--- src/rtl/sfd_pkg.sv ---
// Shared constants, command and status types for the serial frame deframer.
package sfd_pkg;

  localparam int MaxPayload = 32;
  localparam int IdxW       = (MaxPayload > 1) ? $clog2(MaxPayload) : 1;
  localparam int BodyLenW   = 9;

  localparam logic [7:0] StartByte   = 8'h68;
  localparam logic [7:0] EndByte     = 8'h16;
  localparam logic [7:0] PayloadBias = 8'h33;
  localparam logic [7:0] AddrCheck   = 8'hFF;
  localparam logic [BodyLenW-1:0] BodyLenMax = {BodyLenW{1'b1}};

  // Controller to datapath; the byte commands are already qualified by the word handshake.
  typedef struct packed {
    logic load_addr;
    logic load_inv;
    logic start_body;
    logic body_byte;
    logic emit_start;
    logic rd;
    logic load_out;
    logic next_idx;
  } sfd_cmd_t;

  // Datapath to controller.
  typedef struct packed {
    logic start_hit;
    logic head_ok;
    logic count_bad;
    logic frame_end;
    logic frame_good;
    logic last;
    logic out_free;
  } sfd_status_t;

endpackage

--- src/rtl/sfd_ram.sv ---
// Generic single-port-write, single-port-read RAM with registered read data.
module sfd_ram #(
  parameter int Width = 8,
  parameter int Depth = 32
) (
  input  logic                                      clk_i,
  input  logic                                      we_i,
  input  logic [((Depth > 1) ? $clog2(Depth) : 1)-1:0] waddr_i,
  input  logic [Width-1:0]                          wdata_i,
  input  logic                                      re_i,
  input  logic [((Depth > 1) ? $clog2(Depth) : 1)-1:0] raddr_i,
  output logic [Width-1:0]                          rdata_o
);

  logic [Width-1:0] mem_q [Depth];
  logic [Width-1:0] rdata_q;

  always_ff @(posedge clk_i) begin
    if (we_i) begin
      mem_q[waddr_i] <= wdata_i;
    end
    if (re_i) begin
      rdata_q <= mem_q[raddr_i];
    end
  end

  assign rdata_o = rdata_q;

endmodule

--- src/rtl/sfd_datapath.sv ---
// Datapath: head and body registers, checksum, payload store and output register.
module sfd_datapath (
  input  logic                clk_i,
  input  logic                rst_ni,
  input  logic [7:0]          data_byte_i,
  input  sfd_pkg::sfd_cmd_t   cmd_i,
  output sfd_pkg::sfd_status_t status_o,
  input  logic                out_stall_i,
  output logic                out_valid_o,
  output logic [7:0]          frame_address_o,
  output logic [7:0]          frame_operation_o,
  output logic [5:0]          payload_length_o,
  output logic [4:0]          payload_position_o,
  output logic [7:0]          payload_value_o,
  output logic                last_of_frame_o
);
  import sfd_pkg::*;

  logic [7:0]          addr_q, inv_q, op_q, count_q, sum_q, ck_q;
  logic                eok_q;
  logic [BodyLenW-1:0] len_q;
  logic [IdxW-1:0]     idx_q;

  logic [BodyLenW-1:0] pos, cnt_eff, len_d;
  logic                is_op, is_cnt, is_pay, is_ck, is_end;
  logic [7:0]          sum_d, ck_d;
  logic                eok_d;
  logic                ram_we;
  logic [IdxW-1:0]     ram_waddr;
  logic [7:0]          ram_rdata;
  logic                last;

  logic                out_valid_q;
  logic [7:0]          o_addr_q, o_op_q, o_val_q;
  logic [5:0]          o_len_q;
  logic [4:0]          o_pos_q;
  logic                o_last_q;

  // Body position decode; the count byte itself sets the count it is checked against.
  always_comb begin
    pos     = len_q;
    cnt_eff = (pos == BodyLenW'(1)) ? BodyLenW'(data_byte_i) : BodyLenW'(count_q);
    is_op   = (pos == '0);
    is_cnt  = (pos == BodyLenW'(1));
    is_pay  = !is_op && !is_cnt && (pos < cnt_eff + BodyLenW'(2));
    is_ck   = (pos == cnt_eff + BodyLenW'(2));
    is_end  = (pos == cnt_eff + BodyLenW'(3));
    len_d   = (len_q == BodyLenMax) ? len_q : len_q + BodyLenW'(1);
    sum_d   = (is_op || is_cnt || is_pay) ? sum_q + data_byte_i : sum_q;
    ck_d    = is_ck ? data_byte_i : ck_q;
    eok_d   = is_end ? (data_byte_i == EndByte) : eok_q;
  end

  assign ram_we    = cmd_i.body_byte && is_pay;
  assign ram_waddr = IdxW'(pos - BodyLenW'(2));

  assign last = (count_q == 8'd0) || ((8'(idx_q) + 8'd1) == count_q);

  always_comb begin
    status_o.start_hit  = (data_byte_i == StartByte);
    status_o.head_ok    = (data_byte_i == StartByte) && ((addr_q ^ inv_q) == AddrCheck);
    status_o.count_bad  = is_cnt && (data_byte_i > 8'(MaxPayload));
    status_o.frame_end  = (data_byte_i == EndByte) && (len_d >= cnt_eff + BodyLenW'(4));
    status_o.frame_good = eok_d && (ck_d == sum_d);
    status_o.last       = last;
    status_o.out_free   = !out_valid_q || !out_stall_i;
  end

  always_ff @(posedge clk_i or negedge rst_ni) begin
    if (!rst_ni) begin
      addr_q   <= '0;
      inv_q    <= '0;
      op_q     <= '0;
      count_q  <= '0;
      len_q    <= '0;
      eok_q    <= 1'b0;
      sum_q    <= '0;
      ck_q     <= '0;
      idx_q    <= '0;
      o_addr_q <= '0;
      o_op_q   <= '0;
      o_len_q  <= '0;
      o_pos_q  <= '0;
      o_val_q  <= '0;
      o_last_q <= 1'b0;
    end else begin
      if (cmd_i.load_addr) begin
        addr_q <= data_byte_i;
      end
      if (cmd_i.load_inv) begin
        inv_q <= data_byte_i;
      end
      if (cmd_i.start_body) begin
        len_q <= '0;
        eok_q <= 1'b0;
        sum_q <= StartByte + addr_q + inv_q + StartByte;
      end else if (cmd_i.body_byte) begin
        len_q <= len_d;
        eok_q <= eok_d;
        sum_q <= sum_d;
        ck_q  <= ck_d;
        if (is_op) begin
          op_q <= data_byte_i;
        end
        if (is_cnt) begin
          count_q <= data_byte_i;
        end
      end
      if (cmd_i.emit_start) begin
        idx_q <= '0;
      end else if (cmd_i.next_idx) begin
        idx_q <= idx_q + IdxW'(1);
      end
      if (cmd_i.load_out) begin
        o_addr_q <= addr_q;
        o_op_q   <= op_q;
        o_len_q  <= 6'(count_q);
        o_pos_q  <= 5'(idx_q);
        o_val_q  <= (count_q == 8'd0) ? 8'd0 : ram_rdata - PayloadBias;
        o_last_q <= last;
      end
    end
  end

  always_ff @(posedge clk_i or negedge rst_ni) begin
    if (!rst_ni) begin
      out_valid_q <= 1'b0;
    end else if (cmd_i.load_out) begin
      out_valid_q <= 1'b1;
    end else if (!out_stall_i) begin
      out_valid_q <= 1'b0;
    end
  end

  sfd_ram #(
    .Width(8),
    .Depth(MaxPayload)
  ) u_store (
    .clk_i   (clk_i),
    .we_i    (ram_we),
    .waddr_i (ram_waddr),
    .wdata_i (data_byte_i),
    .re_i    (cmd_i.rd),
    .raddr_i (idx_q),
    .rdata_o (ram_rdata)
  );

  assign out_valid_o        = out_valid_q;
  assign frame_address_o    = o_addr_q;
  assign frame_operation_o  = o_op_q;
  assign payload_length_o   = o_len_q;
  assign payload_position_o = o_pos_q;
  assign payload_value_o    = o_val_q;
  assign last_of_frame_o    = o_last_q;

`ifndef SYNTH
  a_load_sets_valid: assert property (@(posedge clk_i) disable iff (!rst_ni)
    cmd_i.load_out |=> out_valid_q)
    else $error("output register load did not raise valid");
  a_write_in_body: assert property (@(posedge clk_i) disable iff (!rst_ni)
    ram_we |-> (len_q >= BodyLenW'(2)) && (count_q <= 8'(MaxPayload) || is_cnt))
    else $error("payload store written outside payload span");
  a_no_overwrite: assert property (@(posedge clk_i) disable iff (!rst_ni)
    (out_valid_q && out_stall_i) |-> !cmd_i.load_out)
    else $error("output register overwritten while held");
`endif

endmodule

--- src/rtl/sfd_ctrl.sv ---
// Controller: head hunt, body sequencing and payload run emission.
module sfd_ctrl (
  input  logic                 clk_i,
  input  logic                 rst_ni,
  input  logic                 in_valid_i,
  output logic                 in_stall_o,
  input  sfd_pkg::sfd_status_t status_i,
  output sfd_pkg::sfd_cmd_t    cmd_o
);
  import sfd_pkg::*;

  localparam logic [2:0] StHunt  = 3'd0;
  localparam logic [2:0] StAddr  = 3'd1;
  localparam logic [2:0] StInv   = 3'd2;
  localparam logic [2:0] StHEnd  = 3'd3;
  localparam logic [2:0] StBody  = 3'd4;
  localparam logic [2:0] StRd    = 3'd5;
  localparam logic [2:0] StLoad  = 3'd6;

  logic [2:0] state_q, state_d;
  logic       emitting, acc;

  assign emitting   = (state_q == StRd) || (state_q == StLoad);
  assign in_stall_o = emitting;
  assign acc        = in_valid_i && !emitting;

  always_comb begin
    state_d = state_q;
    cmd_o   = '0;
    unique case (state_q)
      StHunt: begin
        if (acc && status_i.start_hit) begin
          state_d = StAddr;
        end
      end
      StAddr: begin
        if (acc) begin
          cmd_o.load_addr = 1'b1;
          state_d         = StInv;
        end
      end
      StInv: begin
        if (acc) begin
          cmd_o.load_inv = 1'b1;
          state_d        = StHEnd;
        end
      end
      StHEnd: begin
        if (acc) begin
          if (status_i.head_ok) begin
            cmd_o.start_body = 1'b1;
            state_d          = StBody;
          end else begin
            state_d = StHunt;
          end
        end
      end
      StBody: begin
        if (acc) begin
          cmd_o.body_byte = 1'b1;
          priority if (status_i.count_bad) begin
            state_d = StHunt;
          end else if (status_i.frame_end && status_i.frame_good) begin
            cmd_o.emit_start = 1'b1;
            state_d          = StRd;
          end else if (status_i.frame_end) begin
            state_d = StHunt;
          end else begin
            state_d = StBody;
          end
        end
      end
      StRd: begin
        cmd_o.rd = 1'b1;
        state_d  = StLoad;
      end
      StLoad: begin
        if (status_i.out_free) begin
          cmd_o.load_out = 1'b1;
          if (status_i.last) begin
            state_d = StHunt;
          end else begin
            cmd_o.next_idx = 1'b1;
            state_d        = StRd;
          end
        end
      end
      default: begin
        state_d = StHunt;
      end
    endcase
  end

  always_ff @(posedge clk_i or negedge rst_ni) begin
    if (!rst_ni) begin
      state_q <= StHunt;
    end else begin
      state_q <= state_d;
    end
  end

`ifndef SYNTH
  a_emit_needs_good: assert property (@(posedge clk_i) disable iff (!rst_ni)
    (state_q == StBody && state_d == StRd) |-> (status_i.frame_end && status_i.frame_good))
    else $error("emission started without a good frame");
  a_load_waits: assert property (@(posedge clk_i) disable iff (!rst_ni)
    (state_q == StLoad && !status_i.out_free) |=> (state_q == StLoad))
    else $error("left load state while output register busy");
  a_rd_then_load: assert property (@(posedge clk_i) disable iff (!rst_ni)
    (state_q == StRd) |=> (state_q == StLoad))
    else $error("store read not followed by load");
`endif

endmodule

--- src/rtl/serial_frame_deframer_core.sv ---
// Top level of the serial frame deframer: controller plus datapath.
//
//  channel | direction | handshake                | payload
//  --------+-----------+--------------------------+--------------------------------------
//  in      | in        | in_valid_i / in_stall_o  | data_byte_i (one received byte)
//  out     | out       | out_valid_o / out_stall_i| frame_address_o, frame_operation_o,
//          |           |                          | payload_length_o, payload_position_o,
//          |           |                          | payload_value_o, last_of_frame_o
//
// Outside a payload run an input word is accepted whenever in_valid_i is high; the byte
// decode and checksum update sit in one register stage of the datapath.
// A good frame's end byte starts a payload run: for each result word a store read,
// then an output register load, which waits while out_stall_i holds a word there.
// in_stall_o is high for the whole run; it drops once the last word sits in
// the output register, so new bytes flow while that word waits to be taken.
// rst_ni clears the controller state, the datapath registers and output valid;
// the payload store needs no clearing, since every entry whose value a good
// frame emits was written by it.
// Bad heads, oversized counts, bad end bytes and checksum mismatches drop
// the frame silently and resume the start-byte hunt.
module serial_frame_deframer_core (
  input  logic       clk_i,
  input  logic       rst_ni,
  input  logic       in_valid_i,
  output logic       in_stall_o,
  input  logic [7:0] data_byte_i,
  output logic       out_valid_o,
  input  logic       out_stall_i,
  output logic [7:0] frame_address_o,
  output logic [7:0] frame_operation_o,
  output logic [5:0] payload_length_o,
  output logic [4:0] payload_position_o,
  output logic [7:0] payload_value_o,
  output logic       last_of_frame_o
);
  import sfd_pkg::*;

  sfd_cmd_t    cmd;
  sfd_status_t status;

  // Sequencer: hunt, head, body, then the payload run.
  sfd_ctrl u_ctrl (
    .clk_i      (clk_i),
    .rst_ni     (rst_ni),
    .in_valid_i (in_valid_i),
    .in_stall_o (in_stall_o),
    .status_i   (status),
    .cmd_o      (cmd)
  );

  // Registers, checksum, payload store and output word register.
  sfd_datapath u_dp (
    .clk_i              (clk_i),
    .rst_ni             (rst_ni),
    .data_byte_i        (data_byte_i),
    .cmd_i              (cmd),
    .status_o           (status),
    .out_stall_i        (out_stall_i),
    .out_valid_o        (out_valid_o),
    .frame_address_o    (frame_address_o),
    .frame_operation_o  (frame_operation_o),
    .payload_length_o   (payload_length_o),
    .payload_position_o (payload_position_o),
    .payload_value_o    (payload_value_o),
    .last_of_frame_o    (last_of_frame_o)
  );

endmodule

--- config.mk ---
export PLATFORM = sky130hd
export DESIGN_NAME = serial_frame_deframer_core
export DESIGN_NICKNAME = d
export VERILOG_FILES = /design/src/rtl/sfd_pkg.sv /design/src/rtl/sfd_ram.sv /design/src/rtl/sfd_datapath.sv /design/src/rtl/sfd_ctrl.sv /design/src/rtl/serial_frame_deframer_core.sv
export SDC_FILE = /design/constraint.sdc
export NUM_CORES = 1
export LEC_CHECK = 0
export ABC_AREA = 1
export BUFFER_PORTS_ARGS = -buffer_cell sky130_fd_sc_hd__buf_2
export CORE_MARGIN = 2
export CORE_UTILIZATION = 40
export CTS_BUF_LIST = sky130_fd_sc_hd__clkbuf_8
export DETAILED_ROUTE_END_ITERATION = 16
export GPL_TIMING_DRIVEN = 0
export SLEW_MARGIN = 20
export SYNTH_ARGS = -nofsm -noshare
export SYNTH_HDL_FRONTEND = slang
export SYNTH_HIERARCHICAL = 1
export SYNTH_SLANG_ARGS = --single-unit
--- constraint.sdc ---
create_clock -name clk_i -period 4.35 [get_ports clk_i]
set_input_delay 0.87 -clock clk_i [delete_from_list [all_inputs] [get_ports clk_i]]
set_output_delay 0.87 -clock clk_i [all_outputs]
set_load 0.01 [all_outputs]
After elaboration in Yosys (flattened, before gate mapping)

Memories as Yosys holds them, arrays and structs flattened. A register that Yosys moved wholly into a read port is not among the register bits.
Index checks and enable logic that the tools add are counted.

Register bits: 103
Logic and storage cells: 130
Bits of input ports: 12
Output and inout port bits: 38
Memory bits (writable): 256
Memories: 1

Equality and inequality tests: 22
Reduce and logical (&&, ||, !) cells: 29
Multiplexer cells: 44
Magnitude comparators: 3
Bitwise gates (word level): 2
$add $sub $neg: 12

Memories:

| name               | words | width | read ports | clocked after memory_dff | write ports | line          | RTL |
|---|---|---|---|---|---|---|---|
| u_dp.u_store.mem_q | 32    | 8     | 1          | 1                        | 1           | sfd_ram.sv:15 | `logic [Width-1:0] mem_q [Depth];` |

Operators by type and width:

| kind                                                                  | number |
|---|---|
| 8-bit 2-to-1 mux                                                      | 6 |
| 3-bit 2-to-1 mux                                                      | 11 |
| 9-bit 2-to-1 mux                                                      | 3 |
| 3-bit one-hot mux with 7 select lines                                 | 1 |
| 9-bit by 2-bit adder with 9-bit output, second input constant         | 2 |
| 9-bit equality test                                                   | 2 |
| 1-bit 2-to-1 mux                                                      | 17 |
| 8-bit adder                                                           | 2 |
| 8-bit equality test                                                   | 2 |
| 2-bit by 1-bit != test with 1-bit output, second input constant       | 6 |
| 1-bit logical AND                                                     | 10 |
| 5-bit 2-to-1 mux                                                      | 2 |
| 9-bit by 1-bit adder with 9-bit output, second input constant         | 1 |
| 9-bit by 3-bit adder with 9-bit output, second input constant         | 1 |
| 3-bit equality test, second input constant                            | 3 |
| 9-bit by 1-bit equality test with 1-bit output, second input constant | 1 |
| 9-bit equality test, second input constant                            | 1 |
| 9-bit >= comparator                                                   | 1 |
| 9-bit zero test                                                       | 1 |
| 9-bit less-than comparator                                            | 1 |
| 7-bit by 8-bit adder with 8-bit output, first input constant          | 1 |
| 8-bit by 7-bit adder with 8-bit output, second input constant         | 1 |
| 8-bit by 5-bit equality test with 1-bit output, second input constant | 1 |
| 8-bit by 7-bit equality test with 1-bit output, second input constant | 1 |
| 20 further kinds                                                      | 34 |

Logic depth before layout (Yosys ltp)

Gate-level depths: netlist of the first run.

Depth after elaboration: 17
Mapped depth: 35
Mapped depth without buffers: 35

By module

Netlist of the first run, hierarchy kept.

Modules (own cells, without submodules):

| module       | seq. area each (sq um) | area an instance (sq um) | instances | cells each |
|---|---|---|---|---|
| sfd_ram      | 7927.6                 | 10866.7                  | 1         | 922 |
| sfd_datapath | 2502.4                 | 6562.5                   | 1         | 887 |
| sfd_ctrl     | 75.1                   | 336.6                    | 1         | 59 |

Least setup slack after synthesis of the first run

No wires, ideal clock.

Path type: register -> register
Start point: register u_dp.len_q[1]
End point: register u_dp.idx_q[2]
Cell stages (with the launch flop): 33
Clock period less this slack: 4.278 ns
Setup slack: 0.072 ns
Setup time: 0.128 ns
Data required time: 4.222 ns
Arrival: 4.150 ns
Path buffers: 1
Cell sequence: dfrtp_1 > inv_1 > ha_1 > inv_1 > nor2_2 > nand2_1 > inv_1 > nor2_1 > a21oi_2 > ha_1 > inv_1 > nor2_1 > nand2_1 > xor2_1 > ha_1 > nand2_1 > nor2_1 > nand2_1 > clkbuf_1 > o21ai_0 > inv_1 > nand3_1 > nand2_1 > nor2_1 > nand2_1 > nor2_1 > nand3_1 > nor2_1 > nand2_1 > nor4_2 > nor2_1 > inv_1 > o21ai_0

RTL lines:

| element                | line                | RTL |
|---|---|---|
| start, declared        | sfd_datapath.sv:21  | `logic [BodyLenW-1:0] len_q;` |
| start signal, assigned | sfd_datapath.sv:98  | `len_q <= len_d;` |
| end signal, assigned   | sfd_datapath.sv:112 | `idx_q <= idx_q + IdxW'(1);` |
| end, declared          | sfd_datapath.sv:22  | `logic [IdxW-1:0] idx_q;` |

==> flow_summary.json, run 1 <==
{
  "rsz0062_at_grt": "yes",
  "antennaDiodeCount": 0,
  "synth_top_area_share": 0.4462,
  "slew-limit-headroom": 0.4385,
  "gp_congestion": 0.9114,
  "critPathKind": "flop to flop",
  "wirelength_um": 48640,
  "clock_latency_ps": 620,
  "min_period_ps": 4404,
  "endpoint_kind": "flop",
  "cap_violations": 0,
  "final_common_cell": "nand2_1",
  "coreArea_um2": 44030,
  "ys_seq_area_frac": 0.5913,
  "critPathMaxStageDelay_ps": 420,
  "final_area_um2": 21160,
  "placed_cell_area_um2": 18790,
  "status": "finished, violations left",
  "start_util": 0.4035,
  "power_density_nw_per_um2": 605.1,
  "fin_nets": 2098,
  "layout-drive-gt1-share": 0.1761,
  "grt_start_max_net_pins": 53,
  "ant_nets": 0,
  "mostFrequentLayoutCells": "nand2_1, nand3_1, edfxtp_1",
  "arrival_ps": 4890,
  "fp-row-count": 77,
  "grt_pass1_vias": 13623,
  "rrSetupSlack_ps": -50,
  "postLayoutCoreUtil": 0.4807,
  "finalMaxSlewViolations": 0,
  "via_count": 13734,
  "root_buffer": "clkbuf_8",
  "syn_nets": 1931,
  "drt-initial-drc-count": 1077,
  "swShare": 0.4067,
  "clk_pin_slew_ps": 60,
  "io_pins": 50,
  "highest_layer": "met4",
  "intPower_uw": 7597,
  "wl_met3_um": 2536,
  "p_sw_uw": 5208,
  "setup_tns_ps": -188.4,
  "ys_warn_count": 6,
  "setup_viol": 5,
  "antenna_found_initial": 1,
  "drt_drc_violations_left": 0,
  "htree_levels": 3,
  "m1WireLength_um": 20600,
  "hold_viol": 0,
  "timing.final.crit_share": 1.012,
  "cp-start-kind": "flop",
  "numCtsBuffers": 66,
  "grt_usage": 0.2107,
  "crit_path_top_delay_cell": "dfrtp_2",
  "synthCells": 1868,
  "setup_ws_ps": -53.56,
  "drt_first_pass_iters": 6,
  "avgRoutedWirePerCell_um": 18.18,
  "required_ps": 4840,
  "wl_met2_um": 23690,
  "clock-sinks": 367,
  "power_frac_seq": 0.340,
  "peakVddDrop_mv": 0.3238,
  "path_max_fanout": 7,
  "hold_class": "input port to async pin",
  "areaGrowthSynthToFinish_pct": 19.12,
  "port_buffers": 49,
  "worst-slew-pin-transition_ps": 842.3,
  "power.leakage_uw": 0.008905,
  "hpwlAfterDp_um": 32520,
  "die_h_um": 214.7,
  "violations": "negative setup slack",
  "dieArea_um2": 46120,
  "die_width_um": 214.7,
  "finClkSkew_ps": 22.10,
  "syn_avg_cell_area_um2": 9.511,
  "yosys.area.top_type": "edfxtp_1",
  "grt_pass1_wl_um": 75640,
  "synthArstFlopShare": 0.2807,
  "cts_tree": "built",
  "synthTopCellsByArea": "edfxtp_1, dfrtp_1, nand2_1",
  "power_frac_comb": 0.415,
  "synth_cell_types": 49,
  "synth_edf_count": 264,
  "grt-ovfl-total": 0,
  "synth-seq-cells": 367,
  "fmax_ghz": 0.2271,
  "synthFlopType": "edfxtp_1",
  "viasPerCell": 5.132,
  "clk_path_buf_depth": 3,
  "synth.cell_area_um2": 17770,
  "power_frac_clock": 0.245
}
-- sequential cells by signal, indices dropped and copies added (netlist names), 3 cells and up --
name	cells
u_dp/sum_q	8
u_ctrl/state_q	3
u_dp/u_store/rdata_o	8
u_dp/ck_q	8
u_dp/addr_q	8
u_dp/idx_q	5
u_dp/payload_length_o	6
u_dp/op_q	8
u_dp/frame_operation_o	8
u_dp/len_q	9
u_dp/payload_position_o	5
u_dp/u_store/mem_q	256
u_dp/count_q	8
u_dp/inv_q	8
u_dp/payload_value_o	8
u_dp/frame_address_o	8
-- timing repair --
action,4_1_cts,5_1_grt
hold buffers,0,0
setup endpoints to repair,263,263
cloned,0,2
setup buffers,19,28
pin swaps,11,45
gates resized for setup,120,60
-- stage by stage --
step                      std cells  worst slack [ps]  power [µW]  hold slack [ps]
after floorplan                1868             71.56        7775            449.1
after global placement         2509             -1986        9244            453.0
after detailed placement       2510             -2094        9328            455.5
after CTS                      2646             15.28       12760            208.3
after global routing           2676            -339.5       13660            235.9
final                          2676            -53.56       12800            216.6
-- kinds of logic (layout without fill, tap and decap cells) --
group | count (synthesis) | after routing | synth area share
compound gates | 125 | 125 | 0.03937
flops | 367 | 367 | 0.5913
simple gates | 1089 | 1089 | 0.2603
fa+ha+maj | 51 | 51 | 0.03676
xor+xnor | 31 | 31 | 0.01528
buf+inv | 205 | 421 | 0.05698
-- cells in the mapped netlist (all sizes together), types with 2 or more instances --
master and instances:
nor2 105, fa 2, xor2 26, inv 127, nand3 276, clkinv 2, buf 51, a22oi 2
nand2 677, ha 49, nor3b 2, nor4 5, o2111ai 2, o21bai 3, clkbuf 25, o21a 3
nand3b 3, xnor2 5, nand4 15, o211ai 2, nor3 5, edfxtp 264, dfrtp 103, o21ai 63
o221ai 3, a21oi 38, o22ai 4
-- layer usage --
layer  vias to the layer above  GRT usage
met2                       409     0.3580
li1                       6618          -
met3                       130    0.03326
met1                      6577     0.2694
met5                         -          0
met4                         0    0.08565
-- worst paths after layout --
kind / start / end / depth (start not counted)
worst max-delay path: u_dp/len_q[1] / u_dp/idx_q[3] / 32
worst min-delay path: rst_ni / u_dp/payload_value_o[4] / 1
worst max register to register: u_dp/len_q[1] / u_dp/idx_q[3] / 32
worst min register to register: u_dp/frame_address_o[0] / u_dp/frame_address_o[0] / 2
max in group asynchronous: rst_ni / u_dp/inv_q[0] / 2
min in group clk_i: u_dp/frame_address_o[0] / u_dp/frame_address_o[0] / 2
-- critical path: cells and delay by family (launching register included) --
| family | cells | cell delay [ps] |
|---|---|---|
| simple gates | 20 | 2220 |
| xor+xnor | 1 | 150 |
| compound gates | 1 | 70 |
| buf+inv | 7 | 780 |
| flops | 1 | 420 |
| fa+ha+maj | 3 | 620 |
-- power by group through the flow --
| stage | clock (µW) | sequential, µW | combinational [µW] |
|---|---|---|---|
| 2_1_floorplan | 0 | 4400 | 3370 |
| 3_5_place_dp | 0 | 4430 | 4900 |
| 6_report | 3140 | 4350 | 5320 |
| 5_1_grt | 3360 | 4390 | 5920 |
| 3_3_place_gp | 0 | 4420 | 4820 |
| 4_1_cts | 3210 | 4350 | 5200 |
-- final cells by class --
class,count,area (µm²)
Inverter,129,496.7
Clock inverter,45,277.8
Tap cell,592,740.7
Clock buffer,72,991.0
Multi-Input combinational cell,1296,6813
Timing Repair Buffer,99,784.5
Sequential cell,367,10510
Buffer,76,545.5
Fill cell,4068,22870
Note: power is estimated with default switching activity, not from simulation.
==> run 2, diff against run 1 <==
REMOVE_ABC_BUFFERS = 1   (was unset)
SYNTH_HIERARCHICAL = unset   (was 1)
==> run 2 against run 1 <==
Against the previous run: the run now ends clean; register-to-register slack better by 90 ps; worst hold slack got worse by 20 ps; die area shrank 2.3%; sequential power down 3%; global-route usage about the same.
==> flow_summary.json, run 2 <==
{
  "synthCells": 1737,
  "antenna_found_initial": 0,
  "synth_top_cells_by_count": "nand2_1, edfxtp_1, o21ai_0",
  "syn_avg_cell_area_um2": 9.985,
  "fin_nets": 1913,
  "clk_path_buf_depth": 3,
  "grt_usage": 0.2109,
  "synth_edf_count": 264,
  "timing.final.crit_share": 0.9908,
  "coreArea_um2": 42980,
  "die_h_um": 212.2,
  "peakVddDrop_mv": 0.2616,
  "slew-limit-headroom": 0.2815,
  "layout-drive-gt1-share": 0.1819,
  "timing.rr.end": "u_dp.u_store.mem_q[9][2]",
  "fp-row-count": 76,
  "ant_nets": 0,
  "finalPower_uw": 10150,
  "areaGrowthSynthToFinish_pct": 19.23,
  "synth_cell_types": 54,
  "clock-sinks": 367,
  "clock_latency_ps": 660,
  "placed_cell_area_um2": 18160,
  "hold_viol": 0,
  "required_ps": 4660,
  "root_buffer": "clkbuf_8",
  "reg2reg_from": "u_dp.len_q[1]",
  "yosysMostFrequentCell": "nand2_1",
  "setup_tns_ps": 0,
  "finClkSkew_ps": 28.06,
  "numCtsBuffers": 57,
  "via_count": 13249,
  "muxShareOfSynthArea": 0,
  "rsz0062_at_grt": "yes",
  "power_density_nw_per_um2": 490.9,
  "cap_violations": 0,
  "synth-seq-cells": 367,
  "synth_top_family_by_area": "simple AND/OR/NAND/NOR gates",
  "mostFrequentLayoutCells": "nand2_1, edfxtp_1, o21ai_0",
  "viasPerCell": 5.351,
  "power.leakage_uw": 0.008237,
  "min_period_ps": 4310,
  "reg_top3": "u_dp.u_store.mem_q x256, u_dp.len_q x9",
  "setup_ws_ps": 40.13,
  "final_area_um2": 20680,
  "drt-initial-drc-count": 1159,
  "cp-start-kind": "flop",
  "hold-worst-slack_ps": 196.2,
  "critPathKind": "flop to flop",
  "hpwlAfterDp_um": 28580,
  "rrSetupSlack_ps": 40,
  "grt_start_max_net_pins": 102,
  "synth.cell_area_um2": 17340,
  "endpoint_kind": "flop",
  "die_width_um": 212.2,
  "gp_congestion": 0.8651,
  "synth-xor-area-share": 0.01767,
  "ys_warn_count": 0,
  "worstRegToRegCells": 22,
  "synth_compound_area_frac": 0.1185,
  "synthArstFlopShare": 0.2807,
  "setup_viol": 0,
  "regMostFlops": "u_dp.u_store.mem_q",
  "drt_first_pass_iters": 7,
  "synth_top_area_share": 0.4571,
  "crit_path_end": "u_dp.u_store.mem_q[9][2]",
  "synth_adder_area_share": 0.03838,
  "hold_buffers": 0,
  "path_max_fanout": 8,
  "clk_pin_slew_ps": 60,
  "grt_pass1_wl_um": 72530,
  "largest_register_ff_count": 256,
  "dieArea_um2": 45040,
  "finalMaxSlewViolations": 0,
  "synthTopCellsByArea": "edfxtp_1, dfrtp_1, nand2_1",
  "wirelength_um": 48060,
  "avgRoutedWirePerCell_um": 19.41,
  "yosys.area.top_type": "edfxtp_1",
  "antennaDiodeCount": 0,
  "synthFlopType": "edfxtp_1",
  "final_common_cell": "nand2_1",
  "startpoint": "u_dp.len_q[1]",
  "grt-ovfl-total": 0,
  "yosys.area_share.simple": 0.1770,
  "hold_class": "input port to async pin",
  "start_util": 0.4035,
  "io_pins": 50,
  "grt_pass1_vias": 12883,
  "arrival_ps": 4620,
  "drt_drc_violations_left": 0,
  "pre_cts_slack_ps": -2241,
  "htree_levels": 2,
  "ys_seq_area_frac": 0.6057,
  "status": "finished, final reports clean",
  "worst-slew-pin-transition_ps": 1077,
  "cts_tree": "built",
  "fmax_ghz": 0.2320,
  "port_buffers": 49
}
[run 2: cell count changes after synthesis, sizes merged, moves of 7 or more]
cell / change
o21ai: +183
nand3: -204
clkbuf: +37
buf: -36
nor2: +139
a21oi: -7
inv: -19
nand2: -309
o22ai: +72
[run 2: cells by family (layout without fill, tap and decap cells)]
| family | count (synthesis) | count (layout) |
|---|---|---|
| simple gates | 723 | 726 |
| compound gates | 374 | 374 |
| flops | 367 | 367 |
| buf+inv | 186 | 337 |
| fa+ha+maj | 52 | 52 |
| xor+xnor | 35 | 35 |
[run 2: worst max-delay path: stages, from the launching register on]
cell	delay [ps]
dfrtp_2	420
inv_4	80
ha_4	140
nand2_2	70
nor2_4	210
nand2_8	100
o21ai_4	280
ha_4	210
inv_2	70
nor2_4	120
nand2_2	80
xor2_2	220
ha_4	250
nand2_2	100
nor2_4	60
buf_4	140
nand2_4	60
nand3_4	200
nor4_4	330
buf_4	220
buf_4	130
nand2_4	170
nor2_4	310
[run 2: final cells by class]
| type | instances | area [µm²] |
|---|---|---|
| multi-input cells | 1187 | 6680 |
| inverters | 109 | 435.4 |
| well taps | 585 | 732.0 |
| flip-flops and latches | 367 | 10520 |
| clock buffers | 65 | 894.6 |
| repair buffers | 127 | 1190 |
| clock inverters | 36 | 225.2 |
| fillers | 3923 | 22300 |
[run 2: stage by stage]
step / utilization / std cells
after floorplan: - / 1660
after global placement: 0.4186 / 2294
after detailed placement: 0.4225 / 2300
after CTS: 0.4669 / 2442
after global routing: 0.4811 / 2476
final: 0.4811 / 2476
[run 2: power by group]
group	switching [µW]	total, µW	internal [µW]
Sequential	228	4200	3980
Clock	1380	2870	1490
Combinational	1950	3080	1130
[run 2: repair_timing]
action / in CTS / in global routing
setup buffers: 39 / 32
endpoints found under the setup margin: 279 / 263
cloned: 2 / 2
gates resized for setup: 105 / 59
pin swaps: 21 / 53
[run 2: per-layer routing]
metal	wire length (µm)	global-route usage	vias to the layer above
met1	20990	0.2892	6452
met4	1245	0.06752	0
met5	0	0	-
met2	21980	0.3316	452
met3	3849	0.04993	94
li1	-	-	6251
[run 2: how the worst min path moves through the flow]
stage,endpoint,depth (start not counted)
5_1_grt,u_dp.addr_q[2],1
2_1_floorplan,u_dp.frame_operation_o[0],2
3_3_place_gp,u_dp.frame_address_o[2],2
4_1_cts,u_dp.sum_q[5],1
3_5_place_dp,u_dp.frame_address_o[2],2
6_report,u_dp.frame_operation_o[0],1
